--- config.mk ---
export PLATFORM = sky130hd
export DESIGN_NAME = led_keypad_two_wire_master_top
export DESIGN_NICKNAME = d
export VERILOG_FILES = /design/src/rtl/core/lkm_pkg.sv /design/src/rtl/core/lkm_step.sv /design/src/rtl/core/led_keypad_two_wire_master_top.sv
export SDC_FILE = /design/constraint.sdc
export NUM_CORES = 1
export LEC_CHECK = 0
export BUFFER_PORTS_ARGS = -buffer_cell sky130_fd_sc_hd__buf_4
export CAP_MARGIN = 20
export CORE_MARGIN = 10
export CORE_UTILIZATION = 50
export DETAILED_ROUTE_END_ITERATION = 12
export GPL_ROUTABILITY_DRIVEN = 0
export HOLD_SLACK_MARGIN = 0.15
export PLACE_DENSITY = 0.77
export SLEW_MARGIN = 20
export SYNTH_ARGS = -nofsm -noshare
export SYNTH_HDL_FRONTEND = slang
export SYNTH_HIERARCHICAL = 1
export SYNTH_SLANG_ARGS = --single-unit
export TNS_END_PERCENT = 10
--- constraint.sdc ---
create_clock -name clk -period 4.9 [get_ports clk]
set_input_delay 0.49 -clock clk [delete_from_list [all_inputs] [get_ports clk]]
set_output_delay 0.49 -clock clk [all_outputs]
set_load 0.005 [all_outputs]
--- src/rtl/core/lkm_pkg.sv ---
// Package for the LED-driver / keypad two-wire master.
// Holds phase codes, request codes, register indexes and the shared structs.
// No dependencies.
`default_nettype none

package lkm_pkg;

    // Widths fixed by the bus format
    localparam int unsigned LKM_PHASE_W   = 5;
    localparam int unsigned LKM_BYTE_W    = 8;
    localparam int unsigned LKM_BITCNT_W  = 4;
    localparam int unsigned LKM_CFG_IDX_W = 1;

    // Sequencer phases
    localparam logic [LKM_PHASE_W-1:0] PH_IDLE    = 5'd0;
    localparam logic [LKM_PHASE_W-1:0] PH_STA_A   = 5'd1;
    localparam logic [LKM_PHASE_W-1:0] PH_STA_B   = 5'd2;
    localparam logic [LKM_PHASE_W-1:0] PH_W1_LO   = 5'd3;
    localparam logic [LKM_PHASE_W-1:0] PH_W1_HI   = 5'd4;
    localparam logic [LKM_PHASE_W-1:0] PH_A1_CLK  = 5'd5;
    localparam logic [LKM_PHASE_W-1:0] PH_A1_WAIT = 5'd6;
    localparam logic [LKM_PHASE_W-1:0] PH_A1_TAIL = 5'd7;
    localparam logic [LKM_PHASE_W-1:0] PH_W2_LO   = 5'd8;
    localparam logic [LKM_PHASE_W-1:0] PH_W2_HI   = 5'd9;
    localparam logic [LKM_PHASE_W-1:0] PH_R_LO    = 5'd10;
    localparam logic [LKM_PHASE_W-1:0] PH_R_HI    = 5'd11;
    localparam logic [LKM_PHASE_W-1:0] PH_A2_CLK  = 5'd12;
    localparam logic [LKM_PHASE_W-1:0] PH_A2_WAIT = 5'd13;
    localparam logic [LKM_PHASE_W-1:0] PH_A2_TAIL = 5'd14;
    localparam logic [LKM_PHASE_W-1:0] PH_STO_A   = 5'd15;
    localparam logic [LKM_PHASE_W-1:0] PH_STO_B   = 5'd16;
    localparam logic [LKM_PHASE_W-1:0] PH_STO_C   = 5'd17;

    // Request types
    localparam logic [1:0] REQ_RAW   = 2'd0;
    localparam logic [1:0] REQ_DIGIT = 2'd1;
    localparam logic [1:0] REQ_KEY   = 2'd2;
    localparam logic [1:0] REQ_NONE  = 2'd3;

    // Register indexes
    localparam logic [LKM_CFG_IDX_W-1:0] CFG_HALF_PERIOD = 1'b0;
    localparam logic [LKM_CFG_IDX_W-1:0] CFG_ACK_LIMIT   = 1'b1;

    // Bus constants
    localparam logic [LKM_BYTE_W-1:0] DIGIT_BASE_ADDR  = 8'h68;
    localparam logic [LKM_BYTE_W-1:0] KEY_READ_CMD     = 8'h49;
    localparam logic [LKM_BITCNT_W-1:0] BITS_PER_BYTE  = 4'd8;
    localparam logic [LKM_BYTE_W-1:0] HALF_PERIOD_RST  = 8'd5;
    localparam logic [LKM_BYTE_W-1:0] ACK_LIMIT_RST    = 8'd100;

    typedef struct packed {
        logic [LKM_BYTE_W-1:0] half_period_ticks;
        logic [LKM_BYTE_W-1:0] ack_poll_limit;
    } lkm_cfg_t;

    typedef struct packed {
        logic                  cmd_valid;
        logic [1:0]            req_type;
        logic [LKM_BYTE_W-1:0] addr_byte;
        logic [1:0]            digit_index;
        logic [LKM_BYTE_W-1:0] data_byte;
        logic                  sda_in;
    } lkm_item_t;

    typedef struct packed {
        logic                  scl_out;
        logic                  sda_out;
        logic                  busy_res;
        logic                  done_res;
        logic [LKM_BYTE_W-1:0] key_value;
        logic                  ack_missing;
    } lkm_result_t;

    typedef struct packed {
        logic [LKM_PHASE_W-1:0]  phase;
        logic [LKM_BYTE_W-1:0]   tick_count;
        logic [LKM_BITCNT_W-1:0] bit_count;
        logic [LKM_BYTE_W-1:0]   shift_byte;
        logic [LKM_BYTE_W-1:0]   second_byte;
        logic [LKM_BYTE_W-1:0]   poll_count;
        logic                    read_mode;
        logic                    ack_fail;
    } lkm_state_t;

endpackage

`default_nettype wire

--- src/rtl/core/lkm_step.sv ---
// One tick of the two-wire bus sequencer: next state and pin levels.
// Pure combinational logic between the input register and the result register.
// Depends on lkm_pkg.
`default_nettype none

module lkm_step (
    input  wire lkm_pkg::lkm_cfg_t    cfg,
    input  wire lkm_pkg::lkm_item_t   item,
    input  wire lkm_pkg::lkm_state_t  state_cur,
    output lkm_pkg::lkm_state_t       state_next,
    output lkm_pkg::lkm_result_t      res
);
    import lkm_pkg::*;

    lkm_state_t              st;
    logic [LKM_BYTE_W-1:0]   half_eff;
    logic [LKM_BYTE_W:0]     tick_inc;
    logic                    tick_end;
    logic [LKM_BYTE_W-1:0]   tick_upd;
    logic [LKM_BYTE_W:0]     poll_inc;
    logic                    poll_over;
    logic [LKM_BITCNT_W-1:0] bits_inc;
    logic                    msb;

    always_comb
    begin
        st = state_cur;
        res.scl_out   = 1'b1;
        res.sda_out   = 1'b1;
        res.busy_res  = 1'b1;
        res.done_res  = 1'b0;
        res.key_value = '0;

        // Start a transaction from idle
        if (st.phase == PH_IDLE && item.cmd_valid && item.req_type != REQ_NONE)
        begin
            case (item.req_type)
                REQ_RAW:
                begin
                    st.shift_byte = item.addr_byte;
                    st.read_mode  = 1'b0;
                end
                REQ_DIGIT:
                begin
                    st.shift_byte = DIGIT_BASE_ADDR
                                  + {{(LKM_BYTE_W-3){1'b0}}, item.digit_index, 1'b0};
                    st.read_mode  = 1'b0;
                end
                default:
                begin
                    st.shift_byte = KEY_READ_CMD;
                    st.read_mode  = 1'b1;
                end
            endcase
            st.second_byte = item.data_byte;
            st.bit_count   = '0;
            st.tick_count  = '0;
            st.poll_count  = '0;
            st.ack_fail    = 1'b0;
            st.phase       = PH_STA_A;
        end

        msb = st.shift_byte[LKM_BYTE_W-1];

        // Phase timer: a zero half period counts as one tick
        half_eff = (cfg.half_period_ticks == '0) ? 8'd1 : cfg.half_period_ticks;
        tick_inc = {1'b0, st.tick_count} + 1'b1;
        tick_end = (tick_inc >= {1'b0, half_eff});
        tick_upd = tick_end ? '0 : tick_inc[LKM_BYTE_W-1:0];

        // Acknowledge poll counter
        poll_inc  = {1'b0, st.poll_count} + 1'b1;
        poll_over = (poll_inc >= {1'b0, cfg.ack_poll_limit});

        bits_inc = st.bit_count + 1'b1;

        case (st.phase)
            PH_STA_A:
            begin
                st.tick_count = tick_upd;
                if (tick_end)
                    st.phase = PH_STA_B;
            end
            PH_STA_B:
            begin
                res.sda_out   = 1'b0;
                st.tick_count = tick_upd;
                if (tick_end)
                begin
                    st.bit_count = '0;
                    st.phase     = PH_W1_LO;
                end
            end
            PH_W1_LO, PH_W2_LO:
            begin
                res.scl_out   = 1'b0;
                res.sda_out   = msb;
                st.tick_count = tick_upd;
                if (tick_end)
                    st.phase = (st.phase == PH_W1_LO) ? PH_W1_HI : PH_W2_HI;
            end
            PH_W1_HI, PH_W2_HI:
            begin
                res.sda_out   = msb;
                st.tick_count = tick_upd;
                if (tick_end)
                begin
                    st.shift_byte = {st.shift_byte[LKM_BYTE_W-2:0], 1'b0};
                    st.bit_count  = bits_inc;
                    if (bits_inc >= BITS_PER_BYTE)
                        st.phase = (st.phase == PH_W1_HI) ? PH_A1_CLK : PH_A2_CLK;
                    else
                        st.phase = (st.phase == PH_W1_HI) ? PH_W1_LO : PH_W2_LO;
                end
            end
            PH_R_LO:
            begin
                res.scl_out   = 1'b0;
                st.tick_count = tick_upd;
                if (tick_end)
                    st.phase = PH_R_HI;
            end
            PH_R_HI:
            begin
                st.tick_count = tick_upd;
                if (tick_end)
                begin
                    // Sample SDA at the end of the high phase
                    st.shift_byte = {st.shift_byte[LKM_BYTE_W-2:0], item.sda_in};
                    st.bit_count  = bits_inc;
                    st.phase      = (bits_inc >= BITS_PER_BYTE) ? PH_A2_CLK : PH_R_LO;
                end
            end
            PH_A1_CLK, PH_A2_CLK:
            begin
                st.tick_count = tick_upd;
                if (tick_end)
                begin
                    st.poll_count = '0;
                    st.phase = (st.phase == PH_A1_CLK) ? PH_A1_WAIT : PH_A2_WAIT;
                end
            end
            PH_A1_WAIT, PH_A2_WAIT:
            begin
                res.scl_out = 1'b0;
                if (!item.sda_in)
                begin
                    st.tick_count = '0;
                    st.phase = (st.phase == PH_A1_WAIT) ? PH_A1_TAIL : PH_A2_TAIL;
                end
                else
                begin
                    st.poll_count = poll_inc[LKM_BYTE_W-1:0];
                    if (poll_over)
                    begin
                        // Give up waiting and flag the missing acknowledge
                        st.ack_fail   = 1'b1;
                        st.tick_count = '0;
                        st.phase = (st.phase == PH_A1_WAIT) ? PH_A1_TAIL : PH_A2_TAIL;
                    end
                end
            end
            PH_A1_TAIL:
            begin
                res.scl_out   = 1'b0;
                st.tick_count = tick_upd;
                if (tick_end)
                begin
                    st.bit_count = '0;
                    if (st.read_mode)
                    begin
                        st.shift_byte = '0;
                        st.phase      = PH_R_LO;
                    end
                    else
                    begin
                        st.shift_byte = st.second_byte;
                        st.phase      = PH_W2_LO;
                    end
                end
            end
            PH_A2_TAIL:
            begin
                res.scl_out   = 1'b0;
                st.tick_count = tick_upd;
                if (tick_end)
                    st.phase = PH_STO_A;
            end
            PH_STO_A:
            begin
                res.scl_out   = 1'b0;
                res.sda_out   = 1'b0;
                st.tick_count = tick_upd;
                if (tick_end)
                    st.phase = PH_STO_B;
            end
            PH_STO_B:
            begin
                res.sda_out   = 1'b0;
                st.tick_count = tick_upd;
                if (tick_end)
                    st.phase = PH_STO_C;
            end
            PH_STO_C:
            begin
                st.tick_count = tick_upd;
                if (tick_end)
                begin
                    res.done_res = 1'b1;
                    if (st.read_mode)
                        res.key_value = st.shift_byte;
                    st.phase = PH_IDLE;
                end
            end
            default:
            begin
                // Idle, and any unused code drops back to idle
                res.busy_res = 1'b0;
                st.phase     = PH_IDLE;
            end
        endcase

        res.ack_missing = st.ack_fail;
        state_next      = st;
    end

endmodule

`default_nettype wire

--- src/rtl/core/led_keypad_two_wire_master_top.sv ---
// Top level of the LED-driver / keypad two-wire master.
// Holds the input register, sequencer state, config registers and result register.
// Depends on lkm_pkg and lkm_step.
`default_nettype none

// Each transfer on the input channel is one tick of the bus sequencer and
// produces exactly one result transfer carrying the SCL/SDA levels for that
// tick, the busy and done flags, the key byte and the missing-acknowledge
// flag. The block takes one transfer per clock cycle; each input transfer
// passes through the input register and then the result register before its
// result is offered, and the only thing that slows the rate is back-pressure
// on out_ready. Bus timing is counted in input transfers: half_period_ticks
// transfers per bus phase, and up to ack_poll_limit transfers of SDA high per
// acknowledge wait.
// Write the two registers only while no transaction is running.
module led_keypad_two_wire_master_top (
    input  wire                                clk,
    input  wire                                rst_n,
    // Input channel
    input  wire                                in_valid,
    output logic                               in_ready,
    input  wire                                cmd_valid,
    input  wire [1:0]                          req_type,
    input  wire [lkm_pkg::LKM_BYTE_W-1:0]      addr_byte,
    input  wire [1:0]                          digit_index,
    input  wire [lkm_pkg::LKM_BYTE_W-1:0]      data_byte,
    input  wire                                sda_in,
    // Result channel
    output logic                               out_valid,
    input  wire                                out_ready,
    output logic                               scl_out,
    output logic                               sda_out,
    output logic                               busy_res,
    output logic                               done_res,
    output logic [lkm_pkg::LKM_BYTE_W-1:0]     key_value,
    output logic                               ack_missing,
    // Configuration channel
    input  wire                                cfg_valid,
    output logic                               cfg_ready,
    input  wire [lkm_pkg::LKM_CFG_IDX_W-1:0]   cfg_index,
    input  wire [lkm_pkg::LKM_BYTE_W-1:0]      cfg_data
);
    import lkm_pkg::*;

    logic        in_valid_reg;
    lkm_item_t   item_reg;
    lkm_state_t  state_reg;
    lkm_state_t  state_next;
    lkm_cfg_t    cfg_reg;
    logic        out_valid_reg;
    lkm_result_t res_reg;
    lkm_result_t res_next;
    logic        advance;

    // Move the pipeline when the result slot is free or being drained
    assign advance   = !out_valid_reg || out_ready;
    assign in_ready  = !in_valid_reg || advance;
    assign cfg_ready = 1'b1;

    // Input register
    always_ff @(posedge clk or negedge rst_n)
    begin
        if (!rst_n)
            in_valid_reg <= 1'b0;
        else if (in_valid && in_ready)
            in_valid_reg <= 1'b1;
        else if (advance)
            in_valid_reg <= 1'b0;
    end

    always_ff @(posedge clk)
    begin
        if (in_valid && in_ready)
        begin
            item_reg.cmd_valid   <= cmd_valid;
            item_reg.req_type    <= req_type;
            item_reg.addr_byte   <= addr_byte;
            item_reg.digit_index <= digit_index;
            item_reg.data_byte   <= data_byte;
            item_reg.sda_in      <= sda_in;
        end
    end

    // Configuration registers
    always_ff @(posedge clk or negedge rst_n)
    begin
        if (!rst_n)
        begin
            cfg_reg.half_period_ticks <= HALF_PERIOD_RST;
            cfg_reg.ack_poll_limit    <= ACK_LIMIT_RST;
        end
        else if (cfg_valid && cfg_ready)
        begin
            case (cfg_index)
                CFG_HALF_PERIOD: cfg_reg.half_period_ticks <= cfg_data;
                CFG_ACK_LIMIT:   cfg_reg.ack_poll_limit    <= cfg_data;
                default:         cfg_reg <= cfg_reg;
            endcase
        end
    end

    // Sequencer step
    lkm_step u_step (
        .cfg        (cfg_reg),
        .item       (item_reg),
        .state_cur  (state_reg),
        .state_next (state_next),
        .res        (res_next)
    );

    // Advance sequencer state once per ticked item
    always_ff @(posedge clk or negedge rst_n)
    begin
        if (!rst_n)
            state_reg <= '{phase: PH_IDLE, default: '0};
        else if (in_valid_reg && advance)
            state_reg <= state_next;
    end

    // Result register
    always_ff @(posedge clk or negedge rst_n)
    begin
        if (!rst_n)
            out_valid_reg <= 1'b0;
        else if (advance)
            out_valid_reg <= in_valid_reg;
    end

    always_ff @(posedge clk)
    begin
        if (in_valid_reg && advance)
            res_reg <= res_next;
    end

    assign out_valid   = out_valid_reg;
    assign scl_out     = res_reg.scl_out;
    assign sda_out     = res_reg.sda_out;
    assign busy_res    = res_reg.busy_res;
    assign done_res    = res_reg.done_res;
    assign key_value   = res_reg.key_value;
    assign ack_missing = res_reg.ack_missing;

endmodule

`default_nettype wire

==> results.json, run 1 <==
{
  "hpwl_mm": 9.020,
  "synth_seq_cells": 96,
  "syn-num-nets": 598,
  "area_growth_pct": 11.70,
  "dieArea_um2": 16630,
  "routed_wl_mm": 13.08,
  "tns_ns": 0,
  "clock_sinks": 96,
  "rows": 39,
  "r2r-start": "item_reg[19]$_DFFE_PP_",
  "crit_path_end_kind": "flop",
  "pin_count": 52,
  "largest_register_ffs": 43,
  "drtIter0Drc": 398,
  "synthFlopType": "dfrtp_1",
  "diodes": 0,
  "worst_ep_arrival_time_ns": 4.74,
  "start_kind": "flop",
  "syn_inst": 542,
  "first_pass_iters": 5,
  "cts_tree": "done",
  "drv_cap": 0,
  "drive_above_1_share_pct": 26.84,
  "rsz0062_at_grt": "false",
  "setup_violations": 0,
  "yosysSeqAreaShare_pct": 43.52,
  "grt_pass1_wl_mm": 21.64,
  "drc": 0,
  "cts_setup_buffers": 0,
  "cts_root_buffer": "clkbuf_16",
  "grt_start_max_net_pins": 62,
  "hold_violations": 0,
  "portBuffers": 50,
  "grt_usage_pct": 16.04,
  "wl_met3_um": 842,
  "grt-ovfl-total": 0,
  "clock.fmax_mhz": 224.8,
  "synth.avg_cell_area_um2": 10.95,
  "cts_buffers": 9,
  "die_y_um": 129.0,
  "place_area_um2": 6356,
  "ys_warn_count": 6,
  "antenna_found_initial": 0,
  "dr_wl_met2_mm": 6.168,
  "async_reset_ff_share_pct": 63.54,
  "clk_path_buf_depth": 2,
  "vias": 4331,
  "wl_met1_mm": 5.812,
  "fin_nets": 636,
  "first_global_vias": 4404,
  "viasPerCell": 5.949,
  "worstSetupPathType": "flop to flop",
  "max-slew-margin-rel_pct": 35.06,
  "ant_nets": 0,
  "max_slew.worst_pin.slew_ns": 0.9740,
  "worstReg2RegEnd": "state_reg[34]$_DFFE_PN0P_",
  "cts_hold_buf": 0,
  "min_period_ns": 4.448,
  "path_clk_slew_ns": 0.06,
  "ctsResizeCount": 0,
  "start_util_pct": 51.55,
  "die_x_um": 129.0,
  "vdd_drop_max_v": 0.0002105,
  "slew_violations": 0,
  "clk_latency_ns": 0.36,
  "syn-cell-area_um2": 5937,
  "routed.top_layer": "met4",
  "hold_path_class": "primary input to asynchronous set/reset pin",
  "power.density_nw_per_um2": 402.6,
  "reg2regPathDepth": 14,
  "r2r_slack_ns": 0.45,
  "period_share_pct": 90.78,
  "finClkSkew_ns": 0.007706,
  "p_leak_uw": 0.002950,
  "coreArea_um2": 11520,
  "cts_max_level": 3,
  "path_max_fanout": 34,
  "synth-edff-count": 35,
  "status": "finished clean",
  "crit_required_ns": 5.19,
  "ys_types": 69,
  "final_cell_area_um2": 6631,
  "routedWlPerCell_um": 17.97
}
-- synthesized netlist by cell type, types with 2 or more instances --
| master | n | area (um2) |
|---|---|---|
| dfrtp_1 | 56 | 1401 |
| nand2_1 | 41 | 153.9 |
| mux2_4 | 39 | 585.6 |
| nor2_1 | 38 | 142.6 |
| edfxtp_1 | 35 | 1051 |
| mux2_2 | 28 | 315.3 |
| a21oi_1 | 26 | 130.1 |
| nand3_1 | 25 | 125.1 |
| inv_1 | 22 | 82.58 |
| ha_1 | 20 | 250.2 |
| o21ai_0 | 16 | 80.08 |
| and2_1 | 11 | 68.82 |
| mux2i_1 | 11 | 110.1 |
| clkbuf_1 | 10 | 37.54 |
| nand2b_1 | 9 | 56.30 |
| o21a_1 | 9 | 67.56 |
| xor2_1 | 9 | 78.83 |
| a31oi_1 | 8 | 50.05 |
| nor3_1 | 8 | 40.04 |
| buf_6 | 7 | 78.83 |
| nor2b_1 | 7 | 43.79 |
| a21o_1 | 6 | 45.04 |
| buf_2 | 6 | 30.03 |
| nand4_1 | 6 | 37.54 |
| a21boi_0 | 5 | 37.54 |
| dfstp_2 | 5 | 131.4 |
| o21ai_1 | 5 | 25.02 |
| xnor2_1 | 5 | 43.79 |
| a41o_1 | 4 | 40.04 |
| and3_1 | 4 | 25.02 |
| buf_4 | 4 | 30.03 |
| or3_1 | 4 | 25.02 |
| a22o_1 | 3 | 26.28 |
| buf_1 | 3 | 11.26 |
| nand3b_1 | 3 | 22.52 |
| o32ai_1 | 3 | 26.28 |
| a2111oi_4 | 2 | 55.05 |
| a211oi_1 | 2 | 15.01 |
| a32o_1 | 2 | 20.02 |
| a41oi_1 | 2 | 17.52 |
| o2111ai_1 | 2 | 17.52 |
| o221ai_1 | 2 | 17.52 |
| or2_2 | 2 | 12.51 |
| or4_1 | 2 | 15.01 |
-- placed cells by master (no fill, tap or decap), types with 3 or more instances in the layout --
cell type and instances:
mux2i_1 11, and3_1 4, a21o_1 6, a21oi_1 26, nor2b_1 7, edfxtp_1 35, a41o_1 4, a22o_1 3
ha_1 20, nor3_1 8, dfrtp_1 56, nor2_1 38, and2_1 11, clkbuf_16 9, or3_1 4, mux2_4 39
o21a_1 9, nand2b_1 9, dfstp_2 5, mux2_2 28, nand2_1 41, nand4_1 6, o32ai_1 3, nand3b_1 3
a31oi_1 8, xor2_1 9, nand3_1 25, o21ai_0 16, buf_4 57, xnor2_1 5, inv_1 22, a21boi_0 5
o21ai_1 5
-- report_power, final --
part | internal, uW | leakage [uW] | switching, uW
sequential | 983 | 0.00110 | 91.6
clock | 359 | 0.000129 | 305
combinational | 431 | 0.00172 | 500
total | 1770 | 0.00295 | 897
-- kinds of logic (layout without fill, tap and decap cells) --
| logic type | after synthesis | after routing | share of synthesized area (%) |
|---|---|---|---|
| buffers and inverters | 53 | 96 | 4.616 |
| other | 1 | 1 | 0.06316 |
| DFF | 96 | 96 | 43.52 |
| xor gates and xnor gates | 14 | 14 | 2.065 |
| and+or+nand+nor | 171 | 171 | 15.07 |
| AOI/OAI and AO/OA | 108 | 108 | 13.19 |
| adders and majority gates | 20 | 20 | 4.215 |
| muxes | 79 | 79 | 17.26 |
-- per-stage QoR --
| step | setup slack [ns] | hold slack, ns | std cells | total power (uW) | util, % |
|---|---|---|---|---|---|
| CTS | 0.4953 | 0.2633 | 728 | 2669 | 57.58 |
| detailed placement | 0.5327 | 0.4934 | 712 | 2000 | 55.19 |
| global route | 0.1031 | 0.2970 | 728 | 2808 | 57.58 |
| finish | 0.4519 | 0.2209 | 728 | 2670 | 57.58 |
| floorplan | 0.7327 | 0.1944 | 542 | 1768 | - |
| global placement | 0.6814 | 0.4827 | 712 | 1960 | 55.19 |
-- worst max path at each step --
stage,startpoint,to,slack (ns),cells past startpoint
after global routing,item_reg[19]$_DFFE_PP_,state_reg[36]$_DFFE_PN0P_,0.10,15
after global placement,item_reg[19]$_DFFE_PP_,state_reg[18]$_DFFE_PN0P_,0.68,14
after detailed placement,item_reg[19]$_DFFE_PP_,state_reg[18]$_DFFE_PN0P_,0.53,14
final,item_reg[19]$_DFFE_PP_,state_reg[34]$_DFFE_PN0P_,0.45,14
after CTS,item_reg[19]$_DFFE_PP_,state_reg[37]$_DFFE_PN0P_,0.50,14
after floorplan,item_reg[19]$_DFFE_PP_,state_reg[39]$_DFFE_PN0P_,0.73,19
-- critical path, stage by stage (launching register included) --
cell and delay [ns]:
edfxtp_1 0.55, nand2_2 0.17, nand4_1 0.26, buf_4 0.39, nand4_1 0.21, and3_1 0.24, or2_2 0.29, ha_1 0.28
and3_1 0.15, a221oi_1 0.39, o221ai_4 0.38, a2111oi_4 0.57, o21ai_1 0.15, a21oi_1 0.17, mux2_4 0.15
-- routing by layer --
| metal | track usage, % | vias to the layer above |
|---|---|---|
| li1 | - | 2055 |
| met1 | 21.11 | 2087 |
| met2 | 25.12 | 170 |
| met3 | 3.409 | 19 |
| met4 | 6.756 | 0 |
| met5 | 0 | - |
-- layout make-up --
type	count	area, um2
Fill cell	953	4885
Multi-Input combinational cell	393	3079
Sequential cell	96	2584
Timing Repair Buffer	57	427.9
Clock buffer	12	246.5
Tap cell	143	178.9
Inverter	23	86.33
Clock inverter	4	28.78
(Power assumes the default switching activity.)
==> inputs of run 2 (changes only) <==
--- a/config.mk
+++ b/config.mk
@@ -9,6 +9,7 @@
 export CAP_MARGIN = 20
 export CORE_MARGIN = 10
 export CORE_UTILIZATION = 50
+export CTS_BUF_LIST = sky130_fd_sc_hd__clkbuf_8
 export DETAILED_ROUTE_END_ITERATION = 12
 export GPL_ROUTABILITY_DRIVEN = 0
 export HOLD_SLACK_MARGIN = 0.15
==> results.json, run 2 (same netlist as run 1, synthesis figures left out) <==
{
  "rows": 39,
  "hold_path_class": "primary input to asynchronous set/reset pin",
  "die_x_um": 129.0,
  "worstReg2RegEnd": "state_reg[37]$_DFFE_PN0P_",
  "status": "finished clean",
  "max-slew-margin-rel_pct": 34.92,
  "ctsResizeCount": 0,
  "worst_ep_arrival_time_ns": 4.88,
  "start_util_pct": 51.55,
  "clk_latency_ns": 0.38,
  "routed_wl_mm": 13.05,
  "path_max_fanout": 34,
  "worstPathCellList": "nand2_2 -> nand4_1 -> buf_4 -> nand4_1 -> and3_1 -> or2_2 -> ha_1 -> and3_1 -> a221oi_1 -> o221ai_4 -> a2111oi_4 -> o2111ai_1 -> nand3_1 -> mux2_4",
  "die_y_um": 129.0,
  "drive_above_1_share_pct": 26.84,
  "cts_hold_buf": 0,
  "diodes": 0,
  "cts_buffers": 9,
  "hold_violations": 0,
  "coreArea_um2": 11520,
  "pin_count": 52,
  "antenna_found_initial": 0,
  "r2r_slack_ns": 0.34,
  "tns_ns": 0,
  "cts_max_level": 3,
  "hpwl_mm": 9.020,
  "grt_usage_pct": 15.90,
  "start_kind": "flop",
  "first_global_vias": 4430,
  "min_period_ns": 4.564,
  "period_share_pct": 93.14,
  "first_pass_iters": 7,
  "crit_required_ns": 5.21,
  "portBuffers": 50,
  "dieArea_um2": 16630,
  "rsz0062_at_grt": "false",
  "p_leak_uw": 0.002912,
  "layout_commonest_cell": "buf_4",
  "drtIter0Drc": 318,
  "crit_path_end_kind": "flop",
  "setup_violations": 0,
  "cts_tree": "done",
  "clock_sinks": 96,
  "viasPerCell": 5.959,
  "worstSetupPathType": "flop to flop",
  "grt_pass1_wl_mm": 21.59,
  "max_slew.worst_pin.slew_ns": 0.9688,
  "power_uw": 2477,
  "slowest_delay_ns": 0.58,
  "vias": 4338,
  "path_clk_slew_ns": 0.09,
  "slew_violations": 0,
  "power.density_nw_per_um2": 379.4,
  "critPathSlowestCell": "a2111oi_4",
  "drc": 0,
  "routedWlPerCell_um": 17.93,
  "reg2regPathDepth": 14,
  "finClkSkew_ns": 0.01441,
  "grt_start_max_net_pins": 62,
  "clock.fmax_mhz": 219.1,
  "final_cell_mix": "buf_4, dfrtp_1, nand2_1",
  "ant_nets": 0,
  "fin_nets": 636,
  "largest_register_ffs": 43,
  "r2r-start": "item_reg[19]$_DFFE_PP_",
  "cts_root_buffer": "clkbuf_8",
  "drv_cap": 0,
  "cts_setup_buffers": 0,
  "clk_path_buf_depth": 2,
  "area_growth_pct": 9.989,
  "vdd_drop_max_v": 0.0001665,
  "grt-ovfl-total": 0
}
run 2: changes by cell type in the layout (fill, tap and decap cells not counted), sizes merged:
cell    change
clkbuf      -2
inv         +2
run 2: power breakdown:
group	leakage [uW]	internal (uW)	switching [uW]	total [uW]
Combinational	0.00172	431	497	928
Sequential	0.00110	982	91.4	1070
Clock	0.0000913	196	280	476
run 2: final cells by class:
cell class | instances | area [um2]
Inverter | 23 | 86.33
Timing Repair Buffer | 57 | 427.9
Tap cell | 143 | 178.9
Multi-Input combinational cell | 393 | 3079
Clock buffer | 10 | 137.6
Clock inverter | 6 | 36.28
Fill cell | 966 | 4986
Sequential cell | 96 | 2584
run 2: worst max path at each step:
stage | depth (start not counted) | start | to | slack, ns
floorplan | 19 | item_reg[19]$_DFFE_PP_ | state_reg[39]$_DFFE_PN0P_ | 0.73
global placement | 14 | item_reg[19]$_DFFE_PP_ | state_reg[18]$_DFFE_PN0P_ | 0.68
finish | 14 | item_reg[19]$_DFFE_PP_ | state_reg[37]$_DFFE_PN0P_ | 0.34
CTS | 14 | item_reg[19]$_DFFE_PP_ | state_reg[37]$_DFFE_PN0P_ | 0.44
global route | 14 | item_reg[19]$_DFFE_PP_ | state_reg[37]$_DFFE_PN0P_ | 0.05
detailed placement | 14 | item_reg[19]$_DFFE_PP_ | state_reg[18]$_DFFE_PN0P_ | 0.53
run 2: worst max-delay path: cells and delay by family, from the launching register on:
kind,cells,cell delay [ns]
flip-flops,1,0.56
buffers and inverters,1,0.38
AO/OA/AOI/OAI,4,1.59
multiplexers,1,0.16
AND/OR/NAND/NOR,7,1.53
adder cells (fa/ha/maj),1,0.28
run 2: per-layer routing:
metal  part of all wire [%]  GRT usage (%)  vias up
met1                     45          21.04     2089
met5                      0              0        -
met4                    2.0          7.090        0
met3                    6.6          2.793       26
met2                     47          25.03      178
li1                       -              -     2045
run 2: per-stage QoR:
stage	hold WS [ns]	setup WS [ns]	instances	instance area, um2	utilization [%]
final	0.1965	0.3359	728	6530	56.70
after detailed placement	0.4934	0.5327	712	6356	55.19
after global routing	0.2615	0.04997	728	6530	56.70
after CTS	0.2284	0.4441	728	6530	56.70
after floorplan	0.1944	0.7327	542	5937	-
after global placement	0.4827	0.6814	712	6356	55.19
==> inputs of run 3 (changes only) <==
--- a/config.mk
+++ b/config.mk
@@ -17,6 +17,5 @@
 export SLEW_MARGIN = 20
 export SYNTH_ARGS = -nofsm -noshare
 export SYNTH_HDL_FRONTEND = slang
-export SYNTH_HIERARCHICAL = 1
 export SYNTH_SLANG_ARGS = --single-unit
 export TNS_END_PERCENT = 10
==> results.json, run 3 <==
{
  "status": "finished clean",
  "path_clk_slew_ns": 0.10,
  "synth_seq_cells": 96,
  "portBuffers": 50,
  "synth-edff-count": 35,
  "crit_required_ns": 5.14,
  "routedWlPerCell_um": 17.47,
  "r2r_slack_ns": 0.26,
  "async_reset_ff_share_pct": 63.54,
  "clk_path_buf_depth": 2,
  "cts_max_level": 3,
  "reg2regPathDepth": 16,
  "grt_pass1_wl_mm": 21.35,
  "fin_nets": 639,
  "cts_buffers": 9,
  "start_kind": "flop",
  "diodes": 0,
  "vias": 4229,
  "syn-cell-area_um2": 5381,
  "vdd_drop_max_v": 0.0002216,
  "synth_common_cells": "dfrtp_1, nand2_1, nor2_1",
  "grt_start_max_net_pins": 62,
  "hpwl_mm": 9.123,
  "setup_violations": 0,
  "largest_register_ffs": 43,
  "pin_count": 52,
  "dieArea_um2": 15310,
  "max_slew.worst_pin.slew_ns": 0.9182,
  "tns_ns": 0,
  "drv_cap": 0,
  "die_y_um": 123.7,
  "syn_inst": 537,
  "whs_ns": 0.1847,
  "viasPerCell": 5.841,
  "grt-ovfl-total": 0,
  "synth.avg_cell_area_um2": 10.02,
  "clock.fmax_mhz": 215.6,
  "grt_usage_pct": 17.33,
  "power.density_nw_per_um2": 405.2,
  "ys_types": 63,
  "hold_violations": 0,
  "yosysTopAreaCell": "dfrtp_1",
  "path_max_fanout": 6,
  "synthFlopType": "dfrtp_1",
  "cts_root_buffer": "clkbuf_8",
  "cts_tree": "done",
  "coreArea_um2": 10420,
  "die_x_um": 123.7,
  "drive_above_1_share_pct": 20.58,
  "crit_end": "state_reg[38]$_DFFE_PN0P_",
  "clk_latency_ns": 0.38,
  "hold_path_class": "primary input to asynchronous set/reset pin",
  "crit_path_start": "state_reg[39]$_DFFE_PN0P_",
  "utilization_pct": 59.06,
  "multiInputGateArea_um2": 2601,
  "first_global_vias": 4349,
  "first_pass_iters": 5,
  "drtIter0Drc": 396,
  "worstSetupPathType": "flop to flop",
  "worstReg2RegEnd": "state_reg[38]$_DFFE_PN0P_",
  "max-slew-margin-rel_pct": 38.79,
  "slew_violations": 0,
  "rsz0062_at_grt": "false",
  "min_period_ns": 4.639,
  "p_leak_uw": 0.002637,
  "worst_ep_arrival_time_ns": 4.88,
  "clock_sinks": 96,
  "ys_warn_count": 0,
  "syn-num-nets": 593,
  "regArea_um2": 2584,
  "ant_nets": 0,
  "rows": 37,
  "yosysSeqAreaShare_pct": 48.01,
  "area_growth_pct": 14.32,
  "crit_path_end_kind": "flop",
  "r2r-start": "state_reg[39]$_DFFE_PN0P_",
  "period_share_pct": 94.67,
  "drc": 0,
  "final_cell_mix": "buf_4, dfrtp_1, nand2_1",
  "synth_top_cell_area_share_pct": 26.04,
  "finClkSkew_ns": 0.009973,
  "fill_cells": 866,
  "synth_most_common_cell": "dfrtp_1",
  "start_util_pct": 51.66,
  "layout_commonest_cell": "buf_4",
  "routed_wl_mm": 12.65,
  "synthTopCellsByArea": "dfrtp_1, edfxtp_1, mux2_2",
  "antenna_found_initial": 0
}
-- run 3: cell types whose count changed in the layout (fill, tap and decap cells not counted), sizes merged, moves of 4 or more --
cell and delta:
xnor2 +4, o21a -5, nor2 +7, a22o +12
a31oi -4, o22ai +8, nand3 -13, mux2 -41
buf +8, nand2 +9, o31ai +7, o21ai +18
-- run 3: area by class of cell --
| cell class | instances | share of cell area [%] |
|---|---|---|
| Clock buffer | 10 | 2.237 |
| Sequential cell | 96 | 42.00 |
| Clock inverter | 6 | 1.383 |
| Timing Repair Buffer | 65 | 7.932 |
| Multi-Input combinational cell | 388 | 42.28 |
| Tap cell | 136 | 2.766 |
| Inverter | 23 | 1.403 |
-- run 3: cell families after synthesis --
kind of cell / after synthesis / synth area share, %
xor+xnor: 17 / 2.767
mux: 40 / 8.114
compound gates: 132 / 16.16
flops: 96 / 48.01
buf+inv: 53 / 3.883
simple gates: 178 / 16.34
other cells: 1 / 0.06968
fa+ha+maj: 20 / 4.650
-- run 3: power breakdown --
group / total [uW] / switching [uW] / internal, uW
Sequential: 1030 / 75.4 / 955
Combinational: 897 / 511 / 386
Clock: 566 / 303 / 263
-- run 3: per-layer routing --
layer  track usage, %  part of all wire (%)
met3            4.525                   5.7
met1            20.61                    42
met4            6.477                   2.5
met2            29.50                    50
met5                0                     0
-- run 3: how the worst min path moves through the flow --
stage                         startpoint                         to  slack, ns
2_1_floorplan                      rst_n     cfg_reg[0]$_DFFE_PN0P_       0.19
3_3_place_gp    state_reg[0]$_DFFE_PN0P_   state_reg[0]$_DFFE_PN0P_       0.46
3_5_place_dp   state_reg[28]$_DFFE_PN0P_  state_reg[28]$_DFFE_PN0P_       0.47
4_1_cts                            rst_n   in_valid_reg$_DFFE_PN0P_       0.21
5_1_grt                            rst_n      out_valid$_DFFE_PN0P_       0.24
6_report                           rst_n      out_valid$_DFFE_PN0P_       0.18
-- run 3: per-stage QoR --
| step | setup slack [ns] | power (uW) | cells | cell area [um2] |
|---|---|---|---|---|
| 3_3_place_gp | 0.3385 | 1889 | 708 | 5926 |
| 2_1_floorplan | 0.01748 | 1676 | 537 | 5381 |
| 6_report | 0.2614 | 2493 | 724 | 6152 |
| 3_5_place_dp | 0.1921 | 1933 | 708 | 5926 |
| 5_1_grt | 0.04144 | 2663 | 724 | 6152 |
| 4_1_cts | 0.1726 | 2505 | 724 | 6148 |
-- run 3: worst max-delay path, cell delays in order, from the launching register on --
cell and delay (ns):
dfrtp_1 0.39, or3_1 0.49, or4b_4 0.57, and2_1 0.20, ha_1 0.24, and3_1 0.22
and3_1 0.23, xnor2_1 0.14, nor2_1 0.06, ha_1 0.33, a211o_1 0.29, o221ai_1 0.19
a21oi_1 0.09, or3_1 0.39, mux2_2 0.27, a221oi_1 0.29, a221oi_1 0.12
-- run 3: timing repair --
item / in CTS / in global routing
gates resized for setup: 0 / 1
buffers inserted: 0 / 0
hold buffers: 0 / 0
hold endpoints to repair: 0 / 0
setup endpoints to repair: 0 / 1
